### src/hdl/microcluster_feature_update_defines.svh
// ---------------------------------------------------------------------------
// Micro-cluster feature update: assertion macros
// Concurrent assertion wrappers; they compile away under SYNTHESIS.
// ---------------------------------------------------------------------------
`ifndef MICROCLUSTER_FEATURE_UPDATE_DEFINES_SVH
`define MICROCLUSTER_FEATURE_UPDATE_DEFINES_SVH
`ifndef SYNTHESIS
`define MCFU_ASSERT(lbl, prop, msg) \
    lbl: assert property (@(posedge clk) disable iff (!rst_n) prop) else $error(msg);
`define MCFU_ASSERT_RST(lbl, prop, msg) \
    lbl: assert property (@(posedge clk) prop) else $error(msg);
`else
`define MCFU_ASSERT(lbl, prop, msg)
`define MCFU_ASSERT_RST(lbl, prop, msg)
`endif
`endif

### src/hdl/mcfu_pkg.sv
// ---------------------------------------------------------------------------
// Micro-cluster feature update: shared package
// Opcodes, field widths and the response type of the iterative units.
// ---------------------------------------------------------------------------
package mcfu_pkg;

    typedef enum logic [1:0] {
        OP_CLEAR  = 2'd0,
        OP_ABSORB = 2'd1,
        OP_DIST   = 2'd2,
        OP_NONE   = 2'd3
    } opcode_t;

    localparam logic KIND_ABSORB = 1'b0;
    localparam logic KIND_DIST   = 1'b1;

    localparam int X_W    = 16;
    localparam int LS_W   = 40;
    localparam int SS_W   = 56;
    localparam int C_W    = 16;
    localparam int ACC_W  = 64;
    localparam int OUT_W  = 24;
    localparam int DIMS_W = 5;
    localparam int UW     = 64;   // iterative unit operand width
    localparam int STEP_W = 6;    // divider step counter

    localparam logic [DIMS_W-1:0] DIMS_RESET = 5'd2;

    typedef struct packed {
        logic          done;
        logic [UW-1:0] value;
    } unit_rsp_t;

    function automatic logic [OUT_W-1:0] sat24(input logic [UW-1:0] v);
        logic [OUT_W-1:0] r;
        if (v > UW'({OUT_W{1'b1}}))
            r = '1;
        else
            r = v[OUT_W-1:0];
        return r;
    endfunction

endpackage

### src/hdl/mcfu_isqrt.sv
// ---------------------------------------------------------------------------
// Micro-cluster feature update: iterative integer square root
// Floor square root, one result bit per cycle.
// ---------------------------------------------------------------------------
module mcfu_isqrt (
    input  logic                    clk,
    input  logic                    rst_n,
    input  logic                    start,
    input  logic [mcfu_pkg::UW-1:0] operand,
    output mcfu_pkg::unit_rsp_t     rsp
);

    localparam int SQ_STEPS = mcfu_pkg::UW / 2;
    localparam int SQ_CW    = $clog2(SQ_STEPS);

    logic [mcfu_pkg::UW-1:0] v_reg;
    logic [mcfu_pkg::UW-1:0] r_reg;
    logic [mcfu_pkg::UW-1:0] bit_reg;
    logic [SQ_CW-1:0]        step_reg;
    logic                    run_reg;
    logic                    done_reg;
    logic [mcfu_pkg::UW-1:0] rb;

    assign rb = r_reg + bit_reg;

    always_ff @(posedge clk or negedge rst_n)
    begin
        if (!rst_n)
        begin
            run_reg  <= 1'b0;
            done_reg <= 1'b0;
            step_reg <= '0;
        end
        else
        begin
            done_reg <= 1'b0;
            if (start)
            begin
                run_reg  <= 1'b1;
                step_reg <= '0;
            end
            else if (run_reg)
            begin
                step_reg <= step_reg + 1'b1;
                if (step_reg == '1)
                begin
                    run_reg  <= 1'b0;
                    done_reg <= 1'b1;
                end
            end
        end
    end

    always_ff @(posedge clk)
    begin
        if (start)
        begin
            v_reg   <= operand;
            r_reg   <= '0;
            bit_reg <= {2'b01, {(mcfu_pkg::UW-2){1'b0}}};
        end
        else if (run_reg)
        begin
            if (v_reg >= rb)
            begin
                v_reg <= v_reg - rb;
                r_reg <= (r_reg >> 1) + bit_reg;
            end
            else
            begin
                r_reg <= r_reg >> 1;
            end
            bit_reg <= bit_reg >> 2;
        end
    end

    assign rsp.done  = done_reg;
    assign rsp.value = r_reg;

endmodule

### config.mk
export PLATFORM = sky130hd
export DESIGN_NAME = mcfu_isqrt
export DESIGN_NICKNAME = d
export VERILOG_FILES = /design/src/hdl/microcluster_feature_update_defines.svh /design/src/hdl/mcfu_pkg.sv /design/src/hdl/mcfu_isqrt.sv
export SDC_FILE = /design/constraint.sdc
export NUM_CORES = 1
export LEC_CHECK = 0
export BUFFER_PORTS_ARGS = -buffer_cell sky130_fd_sc_hd__buf_2
export CAP_MARGIN = 5
export CORE_ASPECT_RATIO = 1.25
export CORE_MARGIN = 2
export CORE_UTILIZATION = 40
export CTS_CLUSTER_DIAMETER = 100
export DETAILED_ROUTE_END_ITERATION = 8
export SKIP_CTS_REPAIR_TIMING = 1
export SLEW_MARGIN = 10
export SYNTH_ARGS = -nofsm -noshare
export SYNTH_HDL_FRONTEND = slang
export SYNTH_SLANG_ARGS = --single-unit
### constraint.sdc
create_clock -name clk -period 10.82 [get_ports clk]
set_clock_uncertainty 0.1 [all_clocks]
set_input_delay 1.623 -clock clk [delete_from_list [all_inputs] [get_ports clk]]
set_output_delay 1.623 -clock clk [all_outputs]
set_load 0.01 [all_outputs]
[Word-level counts from Yosys, hierarchy flattened]
Index checks and enable logic that the tools add are counted.
Storage, ports and cells
  input port bits: 67
  bits in registers: 167
  output and inout port bits: 65
  logic and storage cells: 27
Cells by class
  mux-type cells: 12
  reductions and logical operators: 3
  magnitude comparators: 1
  equality and inequality tests: 1
  add/sub/neg operators: 4
Operators with widths (number)
  64-bit two-way mux: 4
  63-bit by 63-bit adder with 64-bit output: 1
  64-bit by 63-bit adder with 64-bit output: 1
  64-bit greater-or-equal comparator: 1
  64-bit subtractor: 1
  5-bit two-way mux: 2
  1-bit two-way mux: 6
  5-bit by 1-bit adder with 5-bit output, second input constant: 1
  5-bit == test, second input constant: 1
  2-bit nonzero test: 2
  2-bit AND reduction: 1

[Depth between registers and ports, before layout]
  depth after elaboration: 5
  mapped depth: 26
  gate-level depth less buffers: 23

[Worst setup path after synthesis]
OpenSTA, ideal clock, no wires.
  path kind: register -> register
  start: reg r_reg[2] (netlist bit)
  end: reg v_reg[0] (netlist bit) (enable)
  cell stages (with the launch flop): 23
  period minus slack after synthesis: 9.930 ns
  buffers on the path: 3
  library setup time: 0.574 ns
  data arrival time: 9.256 ns
  data required time: 10.146 ns
  setup slack: 0.890 ns
  cell sequence: dfxtp_1 -> ha_1 -> a31oi_1 -> a211oi_1 -> a221o_1 -> a31o_2 -> a31o_1 -> a211o_1 -> and3_1 -> nor3_1 -> o21ai_1 -> xnor2_1 -> ha_1 -> clkbuf_1 -> nand4_1 -> nor3_1 -> nand3_1 -> a211oi_1 -> o31ai_1 -> and2_1 -> buf_6 -> buf_2 -> o21ai_0
On the way
  word-level cells in the longest chain between the ends: 4
RTL lines
  start: declaration: line mcfu_isqrt.sv:17  | logic [mcfu_pkg::UW-1:0] r_reg;
  start signal: assignment: line mcfu_isqrt.sv:67  | r_reg <= (r_reg >> 1) + bit_reg;
  start signal: assignment: line mcfu_isqrt.sv:71  | r_reg <= r_reg >> 1;
  64-bit by 63-bit adder with 64-bit output: line mcfu_isqrt.sv:24  | assign rb = r_reg + bit_reg;
  64-bit greater-or-equal comparator: line mcfu_isqrt.sv:64  | if (v_reg >= rb)
  2-bit nonzero test (no source line)
  2-bit AND reduction (no source line)
  end signal: assignment: line mcfu_isqrt.sv:58  | v_reg <= operand;
  end signal: assignment: line mcfu_isqrt.sv:66  | v_reg <= v_reg - rb;
  end: declaration: line mcfu_isqrt.sv:16  | logic [mcfu_pkg::UW-1:0] v_reg;
Every way passes these cells.
A chain may end at the register's enable or synchronous reset.

[Worst setup path in the final report]
  start: reg r_reg[4] (netlist bit)
  end: reg v_reg[55] (netlist bit) (enable)
Same word-level chain as after synthesis.

==> impl_results.html <==
<table>
<tr><th>Metric</th><th>Value</th></tr>
<tr><th colspan="2">Run status</th></tr>
<tr><td>Run status</td><td>finished, final reports clean</td></tr>
<tr><th colspan="2">Final layout</th></tr>
<tr><td>Relative area change from synthesis to final layout</td><td>9.10%</td></tr>
<tr><td>Total inserted antenna cells</td><td>0</td></tr>
<tr><td>Most common library cell in the layout ignoring fill and taps</td><td>nand2_1</td></tr>
<tr><td>Commonest cells after routing, fill and taps aside</td><td>234 x nand2_1, 188 x nor2_1, 149 x o21ai_0, 132 x ha_1, 130 x buf_2</td></tr>
<tr><td>Core occupancy in the finished layout</td><td>44.0%</td></tr>
<tr><td>Post-route cell area</td><td>approximately 17000 sq um</td></tr>
<tr><td>Final net count</td><td>roughly 2.2k</td></tr>
<tr><td>Proportion of layout cells with a drive suffix above 1</td><td>between 10% and 20%</td></tr>
<tr><th colspan="2">Power and ir drop</th></tr>
<tr><td>Peak supply drop</td><td>around 0.17 mV</td></tr>
<tr><td>Pwr/cell area</td><td>between 200 and 300 nW/um^2</td></tr>
<tr><td>Leak</td><td>~7 nW</td></tr>
<tr><td>Total power</td><td>between 4 and 5 mW</td></tr>
<tr><th colspan="2">Yosys</th></tr>
<tr><td>Cell type with the largest total area after synthesis</td><td>dfxtp_1</td></tr>
<tr><td>Biggest area contributors in the synthesized netlist</td><td>dfxtp_1 13%, edfxtp_1 13%, ha_1 11%, nand2_1 5.8%, o21ai_0 4.9%</td></tr>
<tr><td>Average footprint of a synthesized cell</td><td>8.02 sq um</td></tr>
<tr><td>Top-area cell type share of the netlist area</td><td>about an eighth</td></tr>
<tr><td>Syn Nets</td><td>approximately 2.1k</td></tr>
<tr><td>Yosys warning count</td><td>0</td></tr>
<tr><td>Post-synthesis sequential element count</td><td>around 170</td></tr>
<tr><td>Synthesized-area fraction occupied by adder cells</td><td>10.9%</td></tr>
<tr><td>Parity-gate share of the synthesized area counting xor and xnor cells</td><td>8.97%</td></tr>
<tr><td>Async set-or-reset flop fraction in the synthesized netlist</td><td>4.19%</td></tr>
<tr><td>Sequential area share after synthesis</td><td>26.2%</td></tr>
<tr><td>Post-Synthesis Cells</td><td>1913</td></tr>
<tr><td>Unique cell type count in the Yosys netlist</td><td>just under 100</td></tr>
<tr><td>Compound-cell area share of the yosys netlist</td><td>27.9%</td></tr>
<tr><td>Main combinational cell family by area after synthesis</td><td>compound AO/OA/AOI/OAI gates</td></tr>
<tr><td>Number of synthesized flops with an enable pin</td><td>64</td></tr>
<tr><td>Simple-gate portion of the synthesized area</td><td>18.4%</td></tr>
<tr><td>Synthesized area</td><td>~15000 sq um</td></tr>
<tr><td>Most common flop cell mapped by yosys</td><td>dfxtp_1</td></tr>
<tr><td>Share of synthesized area spent on multiplexers</td><td>under 10%</td></tr>
<tr><th colspan="2">GRT</th></tr>
<tr><td>First-pass GRT wire length</td><td>slightly below 80000 um</td></tr>
<tr><td>Maximum number of pins on one net before global-route repair</td><td>92</td></tr>
<tr><td>Number of global-route vias before repair</td><td>14.1k</td></tr>
<tr><td>Number of antenna violations at the first check in global routing</td><td>0</td></tr>
<tr><td>Global Route Usage Sum</td><td>approximately a quarter</td></tr>
<tr><td>Global route overflow</td><td>0</td></tr>
<tr><th colspan="2">Die</th></tr>
<tr><td>Total die area</td><td>roughly 40000 sq um</td></tr>
<tr><td>Core outline area</td><td>roughly 38000 sq um</td></tr>
<tr><td>Initial cell density of the core</td><td>around two fifths</td></tr>
<tr><td>Floorplan row count</td><td>80</td></tr>
<tr><td>Boundary pin count</td><td>132</td></tr>
<tr><td>Die height</td><td>approximately 220 um</td></tr>
<tr><td>Die boundary width</td><td>between 150 and 200 um</td></tr>
<tr><th colspan="2">Setup path</th></tr>
<tr><td>Kind of critical path</td><td>reg -&gt; reg</td></tr>
<tr><td>Largest incremental delay on the critical path</td><td>around 0.65 ns</td></tr>
<tr><td>Top cell family by delay on the critical path</td><td>compound AO/OA/AOI/OAI gates</td></tr>
<tr><td>Kind of capture point of the worst setup path</td><td>flip-flop</td></tr>
<tr><td>Worst-path cell with the longest stage delay</td><td>o21ai_4</td></tr>
<tr><td>Critical path, cell by cell</td><td>ha_1 &gt; nand4_1 &gt; o21ai_0 &gt; a221oi_1 &gt; o21ai_0 &gt; a31oi_1 &gt; o21ai_0 &gt; a21oi_1 &gt; o21ai_0 &gt; nand2_1 &gt; xor2_1 &gt; ha_1 &gt; nand4_1 &gt; nor3_1 &gt; nand3_1 &gt; a211oi_1 &gt; o31ai_1 &gt; and2_2 &gt; buf_4 &gt; o21ai_4 &gt; buf_4</td></tr>
<tr><td>CP Data Arrival Time</td><td>around 7.4 ns</td></tr>
<tr><td>Dominant cell type by count on the critical path</td><td>o21ai_0</td></tr>
<tr><td>Maximum net fanout on the critical path</td><td>54</td></tr>
<tr><td>Data required time at the worst endpoint</td><td>between 10 and 15 ns</td></tr>
<tr><td>Combined buffer and inverter count along the critical path</td><td>2</td></tr>
<tr><td>Startpoint class of the critical path</td><td>flip-flop</td></tr>
<tr><th colspan="2">Job</th></tr>
<tr><td>Max-capacitance violation count</td><td>0</td></tr>
<tr><th colspan="2">Timing</th></tr>
<tr><td>Count of final max-slew check failures</td><td>0</td></tr>
<tr><td>Worst relative slew slack</td><td>25.0%</td></tr>
<tr><td>Unrepaired setup endpoints after global routing</td><td>false</td></tr>
<tr><td>Final TNS setup</td><td>0 ns</td></tr>
<tr><td>Clock period minus final worst setup slack</td><td>between 7 and 8 ns</td></tr>
<tr><td>Final critical-path share of the clock period</td><td>between 60% and 70%</td></tr>
<tr><td>Highest clock rate</td><td>135 MHz</td></tr>
<tr><td>Count of final setup violators</td><td>0</td></tr>
<tr><td>Final worst hold slack</td><td>0.409 ns</td></tr>
<tr><td>Hold violation total from the final report</td><td>0</td></tr>
<tr><td>Tightest Pin Transition</td><td>1.12 ns</td></tr>
<tr><th colspan="2">Clock tree</th></tr>
<tr><td>TritonCTS clock tree</td><td>built</td></tr>
<tr><td>Clock transition at path regs</td><td>roughly 0.08 ns</td></tr>
<tr><td>Number of buffers inserted during clock tree synthesis</td><td>17</td></tr>
<tr><td>Number of clock sinks</td><td>167</td></tr>
<tr><td>Master cell of the clock root buffer</td><td>clkbuf_16</td></tr>
<tr><td>Max Root-Sink Buffers</td><td>2</td></tr>
<tr><td>Clock latency on the worst-skew pair</td><td>0.47 ns</td></tr>
<tr><td>CTS H-Tree Depth</td><td>4</td></tr>
<tr><th colspan="2">Placed design</th></tr>
<tr><td>Count of buffers inserted at the top-level ports</td><td>between 100 and 150</td></tr>
<tr><td>DP HPWL</td><td>37600 um</td></tr>
<tr><td>Cell area after placement</td><td>roughly 16000 sq um</td></tr>
<tr><td>Placer's final routability congestion estimate</td><td>approximately 0.92</td></tr>
<tr><th colspan="2">Detailed routing</th></tr>
<tr><td>Ratio of routed vias to standard cells</td><td>5.89</td></tr>
<tr><td>Via Count</td><td>14.5k</td></tr>
<tr><td>DR pass1 iterations</td><td>5</td></tr>
<tr><td>Total wirelength of the detailed-routed design</td><td>about 50000 um</td></tr>
<tr><td>Average detailed-routed wire length per instance</td><td>around 20 um</td></tr>
<tr><td># DRC</td><td>0</td></tr>
<tr><td>DR iter-0 viols</td><td>1188</td></tr>
<tr><td>Remaining antenna violation count</td><td>0</td></tr>
<tr><th colspan="2">Min path</th></tr>
<tr><td>Worst min-delay path class</td><td>reg -&gt; reg</td></tr>
</table>
==> stage by stage <==
stage	instances	setup WS (ns)
final	2463	3.41
after global routing	2463	2.66
after CTS	2463	3.40
after detailed placement	2431	3.45
after global placement	2431	3.67
after floorplan	1913	0.890
==> routing by layer <==
metal | wire length (um) | share of wire [%] | global-route usage [%] | vias up
met3 | 2230 | 4.5 | 3.72 | 84
met4 | 1770 | 3.6 | 10.3 | 0
met1 | 21000 | 43 | 30.6 | 6846
met2 | 24100 | 49 | 42.7 | 372
met5 | 0 | 0 | 0 | -
li1 | - | - | - | 7204
==> synthesized netlist by cell type (all sizes together) (6+ instances only) <==
| cell | number |
|---|---|
| nand2 | 235 |
| nor2 | 189 |
| o21ai | 159 |
| ha | 132 |
| a21oi | 121 |
| dfxtp | 96 |
| clkbuf | 92 |
| xor2 | 83 |
| xnor2 | 74 |
| edfxtp | 64 |
| a31oi | 60 |
| a21o | 57 |
| inv | 46 |
| nand4 | 42 |
| mux2i | 40 |
| a211oi | 39 |
| o21bai | 39 |
| nand3 | 34 |
| nor3 | 25 |
| a311oi | 21 |
| a31o | 21 |
| buf | 20 |
| and3 | 17 |
| o21a | 17 |
| o31ai | 15 |
| a221oi | 14 |
| and2 | 14 |
| o211ai | 14 |
| nor2b | 12 |
| nor4 | 11 |
| or3 | 9 |
| and4 | 7 |
| dfrtp | 7 |
| o221ai | 6 |
==> area by class of cell <==
class | instances | area (sq um)
well taps | 492 | 616
multi-input cells | 1587 | 10600
clock inverters | 15 | 171
flip-flops and latches | 167 | 4020
fillers | 3876 | 21300
inverters | 46 | 173
repair buffers | 139 | 722
clock buffers | 17 | 425
==> power breakdown <==
part | total, mW | switching, mW | internal, mW
clock | 0.643 | 0.330 | 0.313
combinational | 2.52 | 1.57 | 0.952
sequential | 1.06 | 0.162 | 0.898
total | 4.22 | 2.06 | 2.16
==> worst paths after layout <==
path / from / end / slack (ns) / cells after the start
max: r_reg[4]$_SDFFE_PP0P_ / v_reg[55]$_DFFE_PP_ / 3.41 / 21
min: r_reg[0]$_SDFFE_PP0P_ / r_reg[0]$_SDFFE_PP0P_ / 0.41 / 2
max reg2reg: r_reg[4]$_SDFFE_PP0P_ / v_reg[55]$_DFFE_PP_ / 3.41 / 21
min reg2reg: r_reg[0]$_SDFFE_PP0P_ / r_reg[0]$_SDFFE_PP0P_ / 0.41 / 2
max in group asynchronous: rst_n / run_reg$_DFF_PN0_ / 9.59 / 1
min in group asynchronous: rst_n / step_reg[2]$_DFFE_PN0P_ / 0.86 / 1
==> tightest hold or removal path: stages, from the launching register on <==
cell and delay (ns):
dfxtp_1 0.33, nor2_1 0.08, a311oi_1 0.05
==> cells by family (layout without fill, tap and decap cells) <==
logic type | Yosys count | in the layout
AO/OA/AOI/OAI | 637 | 637
XOR/XNOR | 157 | 157
adder cells (fa/ha/maj) | 133 | 133
buffers and inverters | 159 | 217
flip-flops | 167 | 167
multiplexers | 43 | 43
AND/OR/NAND/NOR | 617 | 617
Power figures use the tool's default switching activity.
