**config.mk**
```make
export PLATFORM = sky130hd
export DESIGN_NAME = mcfu_div
export DESIGN_NICKNAME = d
export VERILOG_FILES = /design/src/hdl/microcluster_feature_update_defines.svh /design/src/hdl/mcfu_pkg.sv /design/src/hdl/mcfu_div.sv
export SDC_FILE = /design/constraint.sdc
export NUM_CORES = 1
export LEC_CHECK = 0
export BUFFER_PORTS_ARGS = -buffer_cell sky130_fd_sc_hd__buf_2
export CAP_MARGIN = 10
export CORE_MARGIN = 2
export CORE_UTILIZATION = 30
export DETAILED_ROUTE_END_ITERATION = 16
export PLACE_DENSITY = 0.48
export SLEW_MARGIN = 20
export SYNTH_ARGS = -nofsm -noshare
export SYNTH_HDL_FRONTEND = slang
export SYNTH_SLANG_ARGS = --single-unit
```
**constraint.sdc**
```tcl
create_clock -name clk -period 3.6 [get_ports clk]
set_input_delay 0.18 -clock clk [delete_from_list [all_inputs] [get_ports clk]]
set_output_delay 0.18 -clock clk [all_outputs]
set_load 0.05 [all_outputs]
```
**src/hdl/microcluster_feature_update_defines.svh**
```systemverilog
// ---------------------------------------------------------------------------
// Micro-cluster feature update: assertion macros
// Concurrent assertion wrappers; they compile away under SYNTHESIS.
// ---------------------------------------------------------------------------
`ifndef MICROCLUSTER_FEATURE_UPDATE_DEFINES_SVH
`define MICROCLUSTER_FEATURE_UPDATE_DEFINES_SVH
`ifndef SYNTHESIS
`define MCFU_ASSERT(lbl, prop, msg) \
    lbl: assert property (@(posedge clk) disable iff (!rst_n) prop) else $error(msg);
`define MCFU_ASSERT_RST(lbl, prop, msg) \
    lbl: assert property (@(posedge clk) prop) else $error(msg);
`else
`define MCFU_ASSERT(lbl, prop, msg)
`define MCFU_ASSERT_RST(lbl, prop, msg)
`endif
`endif

```
**src/hdl/mcfu_pkg.sv**
```systemverilog
// ---------------------------------------------------------------------------
// Micro-cluster feature update: shared package
// Opcodes, field widths and the response type of the iterative units.
// ---------------------------------------------------------------------------
package mcfu_pkg;

    typedef enum logic [1:0] {
        OP_CLEAR  = 2'd0,
        OP_ABSORB = 2'd1,
        OP_DIST   = 2'd2,
        OP_NONE   = 2'd3
    } opcode_t;

    localparam logic KIND_ABSORB = 1'b0;
    localparam logic KIND_DIST   = 1'b1;

    localparam int X_W    = 16;
    localparam int LS_W   = 40;
    localparam int SS_W   = 56;
    localparam int C_W    = 16;
    localparam int ACC_W  = 64;
    localparam int OUT_W  = 24;
    localparam int DIMS_W = 5;
    localparam int UW     = 64;   // iterative unit operand width
    localparam int STEP_W = 6;    // divider step counter

    localparam logic [DIMS_W-1:0] DIMS_RESET = 5'd2;

    typedef struct packed {
        logic          done;
        logic [UW-1:0] value;
    } unit_rsp_t;

    function automatic logic [OUT_W-1:0] sat24(input logic [UW-1:0] v);
        logic [OUT_W-1:0] r;
        if (v > UW'({OUT_W{1'b1}}))
            r = '1;
        else
            r = v[OUT_W-1:0];
        return r;
    endfunction

endpackage

```
**src/hdl/mcfu_div.sv**
```systemverilog
// ---------------------------------------------------------------------------
// Micro-cluster feature update: iterative divider
// Unsigned restoring divide, one quotient bit per cycle.
// ---------------------------------------------------------------------------
module mcfu_div (
    input  logic                        clk,
    input  logic                        rst_n,
    input  logic                        start,
    input  logic [mcfu_pkg::UW-1:0]     dividend,
    input  logic [mcfu_pkg::UW-1:0]     divisor,
    output mcfu_pkg::unit_rsp_t         rsp
);

    logic [mcfu_pkg::UW-1:0]     quot_reg;
    logic [mcfu_pkg::UW-1:0]     rem_reg;
    logic [mcfu_pkg::UW-1:0]     dvs_reg;
    logic [mcfu_pkg::STEP_W-1:0] step_reg;
    logic                        run_reg;
    logic                        done_reg;
    logic [mcfu_pkg::UW:0]       trial;
    logic                        fits;

    assign trial = {rem_reg, quot_reg[mcfu_pkg::UW-1]};
    assign fits  = (trial >= {1'b0, dvs_reg});

    always_ff @(posedge clk or negedge rst_n)
    begin
        if (!rst_n)
        begin
            run_reg  <= 1'b0;
            done_reg <= 1'b0;
            step_reg <= '0;
        end
        else
        begin
            done_reg <= 1'b0;
            if (start)
            begin
                run_reg  <= 1'b1;
                step_reg <= '0;
            end
            else if (run_reg)
            begin
                step_reg <= step_reg + 1'b1;
                if (step_reg == '1)
                begin
                    run_reg  <= 1'b0;
                    done_reg <= 1'b1;
                end
            end
        end
    end

    always_ff @(posedge clk)
    begin
        if (start)
        begin
            quot_reg <= dividend;
            rem_reg  <= '0;
            dvs_reg  <= divisor;
        end
        else if (run_reg)
        begin
            if (fits)
                rem_reg <= mcfu_pkg::UW'(trial - {1'b0, dvs_reg});
            else
                rem_reg <= trial[mcfu_pkg::UW-1:0];
            quot_reg <= {quot_reg[mcfu_pkg::UW-2:0], fits};
        end
    end

    assign rsp.done  = done_reg;
    assign rsp.value = quot_reg;

endmodule

```
==> Word level (Yosys, flattened, before mapping) <==
Cells that the tools add are included.
{ "word_totals": {"register_bits": 200, "in_bits": 131, "out_inout_bits": 65} }
{ "classes": {"n_addsub": 2, "magnitude_cmp": 1, "n_eq_ne": 1, "mux": 11, "n_reduce_logical": 1} }
{ "ops": {"columns": ["operator", "n"], "rows": [
  ["2-to-1 mux 64 bit", 3],
  ["greater-or-equal comparator 65 x 64 -> 1 bit", 1],
  ["subtractor 64 bit", 1],
  ["2-to-1 mux 6 bit", 2],
  ["adder 6 x 1 -> 6 bit (second input constant)", 1],
  ["== test 6 bit (second input constant)", 1],
  ["2-to-1 mux 1 bit", 6],
  ["nonzero test 2 bit", 1]
]} }

==> Depth between registers and ports, before layout <==
Gate-level depths: netlist of run 1.
{ "logic_depth": {"word_depth": 4, "depth_mapped": 16} }

==> Worst setup path after synthesis of run 1 <==
Ideal clock, no wire load.
{ "synth_timing": {"path_type": "reg2reg", "from": "register quot_reg[63] (netlist name)", "to": "register rem_reg[54] (netlist name)", "setup_time_ps": 72, "arrival_time_ps": 3355, "required_time_ps": 3528, "setup_slack_ps": 174, "path_stages_with_launch": 14, "path_buffers": 0, "period_less_slack_ps": 3426, "path_cell_list": "edfxtp_1 -> inv_1 -> ha_1 -> fa_1 -> nand2b_1 -> a21o_1 -> nand3b_1 -> a21oi_1 -> o31a_1 -> o31a_1 -> o31a_1 -> o21ai_0 -> xor2_1 -> a2bb2oi_1"} }
{ "synth_via": {"elab_chain_len": 2} }
{ "synth_lines": {"columns": ["item", "line_no", "rtl"], "rows": [
  ["from (decl)", "mcfu_div.sv:14", "logic [mcfu_pkg::UW-1:0] quot_reg;"],
  ["from (signal assigned)", "mcfu_div.sv:58", "quot_reg <= dividend;"],
  ["from (signal assigned)", "mcfu_div.sv:68", "quot_reg <= {quot_reg[mcfu_pkg::UW-2:0], fits};"],
  ["subtractor 64 bit or greater-or-equal comparator 65 x 64 -> 1 bit (tied branches)", "mcfu_div.sv:65, mcfu_div.sv:24", null],
  ["2-to-1 mux 64 bit (*)", "mcfu_div.sv:64", "if (fits)"],
  ["to (signal assigned)", "mcfu_div.sv:65", "rem_reg <= mcfu_pkg::UW'(trial - {1'b0, dvs_reg});"],
  ["to (signal assigned)", "mcfu_div.sv:67", "rem_reg <= trial[mcfu_pkg::UW-1:0];"],
  ["to (decl)", "mcfu_div.sv:15", "logic [mcfu_pkg::UW-1:0] rem_reg;"]
]} }
Every way passes the cells marked *; elsewhere a longest branch is shown, timed or not.
A chain may end at the register's enable or synchronous reset.

==> Worst setup path in the final report of run 1 <==
{ "layout_timing": {"from": "register dvs_reg[3] (netlist name)", "to": "register quot_reg[0] (netlist name) (data pin)"} }
{ "layout_via": {"elab_chain_len": 3} }
{ "layout_lines": {"columns": ["item", "line_no", "rtl"], "rows": [
  ["from (decl)", "mcfu_div.sv:16", "logic [mcfu_pkg::UW-1:0] dvs_reg;"],
  ["from (signal assigned)", "mcfu_div.sv:60", "dvs_reg <= divisor;"],
  ["greater-or-equal comparator 65 x 64 -> 1 bit", "mcfu_div.sv:24", "assign fits = (trial >= {1'b0, dvs_reg});"],
  ["2-to-1 mux 64 bit", "mcfu_div.sv:62", "else if (run_reg)"],
  ["2-to-1 mux 64 bit", "mcfu_div.sv:56", "if (start)"]
]} }
No other way between the ends. The select of a mux whose other input is x is not followed.

==> results of run 1 <==
==> power by group through the flow <==
stage	combinational, mW	clock [mW]	sequential (mW)
final	6.08	1.93	3.26
after global routing	6.63	2.07	3.33
after CTS	5.68	2.00	3.26
after detailed placement	5.55	0	3.30
after global placement	5.55	0	3.30
after floorplan	3.86	0	3.50
==> critical path, stage by stage (launching register included) <==
cell	delay, ns
edfxtp_1	0.37
inv_1	0.07
ha_2	0.30
a21o_1	0.18
a21oi_1	0.38
a2111oi_4	0.15
nor3_2	0.48
o31ai_4	0.14
a21oi_2	0.32
o41ai_4	0.15
buf_4	0.17
clkbuf_16	0.17
mux2_2	0.29
==> cells in the final DEF (no fill, tap or decap), types with 39 or more instances in the layout <==
cell           count
buf_2            194
edfxtp_1         128
dlygate4sd3_1    116
nor2_1           104
nand2_1           81
inv_1             77
a21oi_1           75
mux2_2            67
ha_1              64
dfxtp_1           64
a211oi_1          55
o21ai_0           51
mux2i_1           42
buf_4             41
xnor2_1           39
==> timing repair <==
action | 4_1_cts | 5_1_grt
buffers inserted | 0 | 15
setup endpoints to repair | 0 | 40
hold buffers | 116 | 0
hold endpoints to repair | 123 | 0
resized for setup | 0 | 6
==> cells by family after synthesis <==
family          after synthesis  synth area share
flops                       200             0.447
fa+ha+maj                    66            0.0700
compound gates              307             0.177
buf+inv                     136            0.0482
mux                         110            0.0996
xor+xnor                     62            0.0456
simple gates                289             0.112
==> area by class of cell <==
class | count | area [µm²] | area share
clock buffer | 17 | 425 | 0.0274
multi-input combinational | 834 | 6030 | 0.388
timing repair buffer | 363 | 2680 | 0.172
clock inverter | 15 | 144 | 0.00926
inverter | 78 | 293 | 0.0188
sequential | 200 | 5330 | 0.343
tap | 518 | 648 | 0.0417
==> stage by stage <==
step / worst slack (ns) / TNS (ns) / std cells
after floorplan: 0.174 / 0 / 1170
after global placement: 0.183 / 0 / 1860
after detailed placement: 0.0469 / 0 / 1860
after CTS: 0.0197 / 0 / 2008
after global routing: -0.00410 / -0.00410 / 2025
final: 0.162 / 0 / 2025
==> metal layers <==
metal  vias up  wire length, µm  track usage
met5         -               13            0
li1       4948                -            -
met2       278            16000        0.270
met4         2              682       0.0576
met3        33             1910       0.0433
met1      4642            16400        0.226
==> path summary, 6_finish.rpt <==
kind,startpoint,end,slack [ns],cells after the start
min in group asynchronous,rst_n,step_reg[2],0.08,2
hold / removal,dividend[51],quot_reg[51],0.02,2
setup reg to reg,dvs_reg[3],quot_reg[0],0.16,12
setup / recovery,dvs_reg[3],quot_reg[0],0.16,12
max in group asynchronous,rst_n,run_reg,3.33,2
hold reg to reg,rem_reg[59],rem_reg[59],0.48,2
==> flow_summary.json, run 1 <==
{
  "grt_pass1_vias": 9969,
  "drc_errors": 0,
  "vdd_drop_max_mv": 0.425,
  "synthTopCellsByArea": "edfxtp_1, dfxtp_1, ha_1",
  "clkSinkCount": 200,
  "post-dp-hpwl_mm": 25.3,
  "combPwrFrac": 0.539,
  "cts_tree": "yes",
  "synth_top_cell_area_share": 0.323,
  "p_seq_frac": 0.290,
  "drv_cap": 0,
  "slew_violations": 0,
  "final.period_utilization": 0.955,
  "path_max_fanout": 14,
  "hold_slack_ns": 0.0179,
  "num-fill-cells": 3917,
  "diodes": 0,
  "first_pass_iters": 4,
  "grt_max_degree": 93,
  "cp.arrival_ns": 3.65,
  "gp_congestion": 0.864,
  "start_util": 0.306,
  "cts_buffer_depth": 2,
  "p_sw_frac": 0.412,
  "p_sw_mw": 4.65,
  "synthesis.area_mm2": 0.0119,
  "slew_headroom": 0.452,
  "vias": 9903,
  "path_class": "reg -> reg",
  "wl_mm": 35.0,
  "cts_buffers": 17,
  "synth_commonest_cells": "edfxtp_1, nor2_1, nand2_1, inv_1, a21oi_1",
  "synth-seq-cells": 200,
  "crit_path_end_kind": "flop",
  "clkPwrFrac": 0.171,
  "synth_most_common_cell": "edfxtp_1",
  "grt_pass1_wl_mm": 54.9,
  "cp-start-kind": "flop",
  "synth.distinct_cells": 77,
  "port_buffers": 195,
  "die_w_um": 203,
  "drive_gt1_frac": 0.243,
  "hold_violations": 0,
  "ant_nets": 0,
  "clk_latency_ns": 0.47,
  "design_area_mm2": 0.0155,
  "hold_path_class": "in -> reg",
  "root_buffer": "clkbuf_16",
  "ys.flop_type": "edfxtp_1",
  "p_leak_nw": 6.56,
  "ios": 196,
  "skew_ns": 0.0165,
  "ys_warn_count": 0,
  "die_h_um": 203,
  "worst_pin_slew_ns": 0.822,
  "nets": 1691,
  "critPathRequiredTime_ns": 3.81,
  "setup_viol_count_final": 0,
  "syn_inst": 1170,
  "drt-vias-per-instance": 4.89,
  "clkTransAtPathRegs_ns": 0.08,
  "finish.utilization": 0.399,
  "rows": 72,
  "track_usage": 0.170,
  "grt_overflow": 0,
  "antenna_found_initial": 1,
  "internal_power_mw": 6.62,
  "async_reset_ff_frac": 0.0400,
  "area_delta_synth_final_pct": 30.6,
  "fin_total_pwr_mw": 11.3,
  "drt-initial-drc-count": 525,
  "fin_crit_ns": 3.44,
  "ys_seq_area_frac": 0.447,
  "coreArea_mm2": 0.0389,
  "routedWlPerCell_um": 17.3,
  "die-area_mm2": 0.0413,
  "place_area_mm2": 0.0136,
  "syn-mean-instance-area_um2": 10.2,
  "cts_htree_levels": 4,
  "syn_nets": 1367,
  "outcome": "completed",
  "synth_top_area_cell": "edfxtp_1",
  "max_freq_mhz": 291,
  "powerDensity_mw_per_mm2": 725,
  "synth_edf_count": 128
}
Note: power is estimated with default switching activity, not from simulation.
==> run 2: changes to the inputs <==
--- a/config.mk
+++ b/config.mk
@@ -9,6 +9,7 @@
 export CAP_MARGIN = 10
 export CORE_MARGIN = 2
 export CORE_UTILIZATION = 30
+export CTS_BUF_LIST = sky130_fd_sc_hd__clkbuf_4 sky130_fd_sc_hd__clkbuf_8
 export DETAILED_ROUTE_END_ITERATION = 16
 export PLACE_DENSITY = 0.48
 export SLEW_MARGIN = 20
==> run 2 against run 1 <==
  * Core utilization fell by 0.11 points
  * Cell count rose by 0.74%
  * Sequential cell count did not move
  * Worst setup slack improved by 0.0086 ns
  * Clock skew rose by 0.0060 ns
  * Hold slack improved by 0.093 ns
  * Die area did not move
  * First-iteration DRC count rose by 1.3%
  * Global-route usage fell by 0.057 points
  * Critical endpoint is now rem_reg[63]
  * Largest power group unchanged
==> flow_summary.json, run 2 (synthesized netlist as in run 1, its figures left out) <==
{
  "path_class": "reg -> reg",
  "cp-startpoint": "dvs_reg[6]",
  "nets": 1706,
  "track_usage": 0.170,
  "timing.rr.start": "dvs_reg[6]",
  "die_h_um": 203,
  "area_delta_synth_final_pct": 30.2,
  "final.period_utilization": 0.953,
  "ios": 196,
  "ant_nets": 0,
  "clk_latency_ns": 0.52,
  "clkSinkCount": 200,
  "post-dp-hpwl_mm": 25.3,
  "clkPwrFrac": 0.135,
  "grt_max_degree": 93,
  "start_util": 0.306,
  "setup_viol_count_final": 0,
  "coreArea_mm2": 0.0389,
  "p_seq_frac": 0.302,
  "path_delay_family": "compound AO/OA/AOI/OAI gates",
  "hold_violations": 0,
  "crit_path_end_kind": "flop",
  "die-area_mm2": 0.0413,
  "die_w_um": 203,
  "cp-start-kind": "flop",
  "skew_ns": 0.0224,
  "routedWlPerCell_um": 17.2,
  "fin_crit_ns": 3.43,
  "first_pass_iters": 5,
  "design_area_mm2": 0.0155,
  "drt-vias-per-instance": 4.89,
  "rows": 72,
  "powerDensity_mw_per_mm2": 697,
  "path_max_fanout": 14,
  "critPathMaxStageDelay_ns": 0.46,
  "p_sw_mw": 4.58,
  "drc_errors": 0,
  "root_buffer": "clkbuf_8",
  "clkTransAtPathRegs_ns": 0.11,
  "slowest_stage": "nor3_2",
  "num-fill-cells": 3904,
  "cts_tree": "yes",
  "max_freq_mhz": 292,
  "cts_buffers": 17,
  "drv_cap": 0,
  "hold_path_class": "in -> reg",
  "final_common_cell": "buf_2",
  "fin_cells": 2040,
  "place_area_mm2": 0.0136,
  "layout_common_cells": "buf_2, dlygate4sd3_1, edfxtp_1",
  "antenna_found_initial": 0,
  "combPwrFrac": 0.563,
  "port_buffers": 195,
  "cp.arrival_ns": 3.85,
  "slew_violations": 0,
  "wl_mm": 35.0,
  "grt_pass1_wl_mm": 55.1,
  "finish.utilization": 0.398,
  "diodes": 0,
  "worst_pin_slew_ns": 0.822,
  "multi_input_area_mm2": 0.00603,
  "drt-initial-drc-count": 532,
  "p_leak_nw": 6.54,
  "seq_area_mm2": 0.00533,
  "grt_pass1_vias": 10000,
  "cts_buffer_depth": 2,
  "p_sw_frac": 0.424,
  "grt_overflow": 0,
  "vdd_drop_max_mv": 0.381,
  "internal_power_mw": 6.22,
  "hold_start": "start",
  "slew_headroom": 0.452,
  "cp_num_buf_inv": 3,
  "drive_gt1_frac": 0.240,
  "cts_htree_levels": 4,
  "gp_congestion": 0.864,
  "crit_chain": "inv_1 -> ha_1 -> a211o_1 -> a21oi_1 -> o22ai_1 -> nor3_2 -> o31ai_4 -> a21oi_2 -> o41ai_4 -> buf_4 -> clkbuf_16 -> o211a_1 -> a2111oi_2",
  "outcome": "completed",
  "vias": 9969,
  "critPathRequiredTime_ns": 4.02,
  "dp_cells": 1860
}
[run 2: timing repair]
item | CTS | global route
endpoints found under the hold margin | 136 | 0
gates resized for setup | 0 | 6
buffers inserted | 0 | 15
hold buffers | 131 | 0
setup endpoints to repair | 0 | 40
[run 2: power by group through the flow]
stage / Clock, mW / Combinational, mW / Sequential [mW]
2_1_floorplan: 0 / 3.86 / 3.50
3_3_place_gp: 0 / 5.55 / 3.30
3_5_place_dp: 0 / 5.55 / 3.30
4_1_cts: 1.53 / 5.69 / 3.26
5_1_grt: 1.61 / 6.64 / 3.33
6_report: 1.46 / 6.09 / 3.26
[run 2: worst paths after layout]
path	slack (ns)	endpoint	depth (start not counted)
max	0.17	rem_reg[63]	13
min in group asynchronous	0.53	done_reg	3
max reg2reg	0.17	rem_reg[63]	13
min	0.11	rem_reg[25]	2
max in group asynchronous	2.18	run_reg	4
min reg2reg	0.48	rem_reg[59]	2
[run 2: per-stage QoR]
stage / total power, mW / setup TNS (ns) / worst slack [ns] / hold slack (ns)
2_1_floorplan: 7.36 / 0 / 0.174 / -0.116
3_5_place_dp: 8.85 / 0 / 0.0469 / 0.0397
5_1_grt: 11.6 / -0.00907 / -0.00907 / 0.0848
6_report: 10.8 / 0 / 0.170 / 0.111
3_3_place_gp: 8.85 / 0 / 0.183 / 0.0409
4_1_cts: 10.5 / 0 / 0.00828 / 0.0695
[run 2: final cells by class]
| cell class | count | share of cell area |
|---|---|---|
| clock buffers | 17 | 0.0151 |
| clock inverters | 15 | 0.00928 |
| inverters | 78 | 0.0189 |
| multi-input cells | 834 | 0.389 |
| flip-flops and latches | 200 | 0.344 |
| well taps | 518 | 0.0418 |
| repair buffers | 378 | 0.182 |
[run 2: routing by layer]
layer / global-route usage / vias up / wire length [µm]
li1: - / 4970 / -
met1: 0.226 / 4694 / 16400
met2: 0.272 / 280 / 16200
met3: 0.0459 / 25 / 1970
met4: 0.0422 / 0 / 468
met5: 0 / - / 0
[run 2: worst register-to-register path, delay by kind of cell, from the launching register on]
kind / cells / cell delay (ns)
fa+ha+maj: 1 / 0.35
simple gates: 1 / 0.46
buf+inv: 3 / 0.38
flops: 1 / 0.34
compound gates: 8 / 1.80
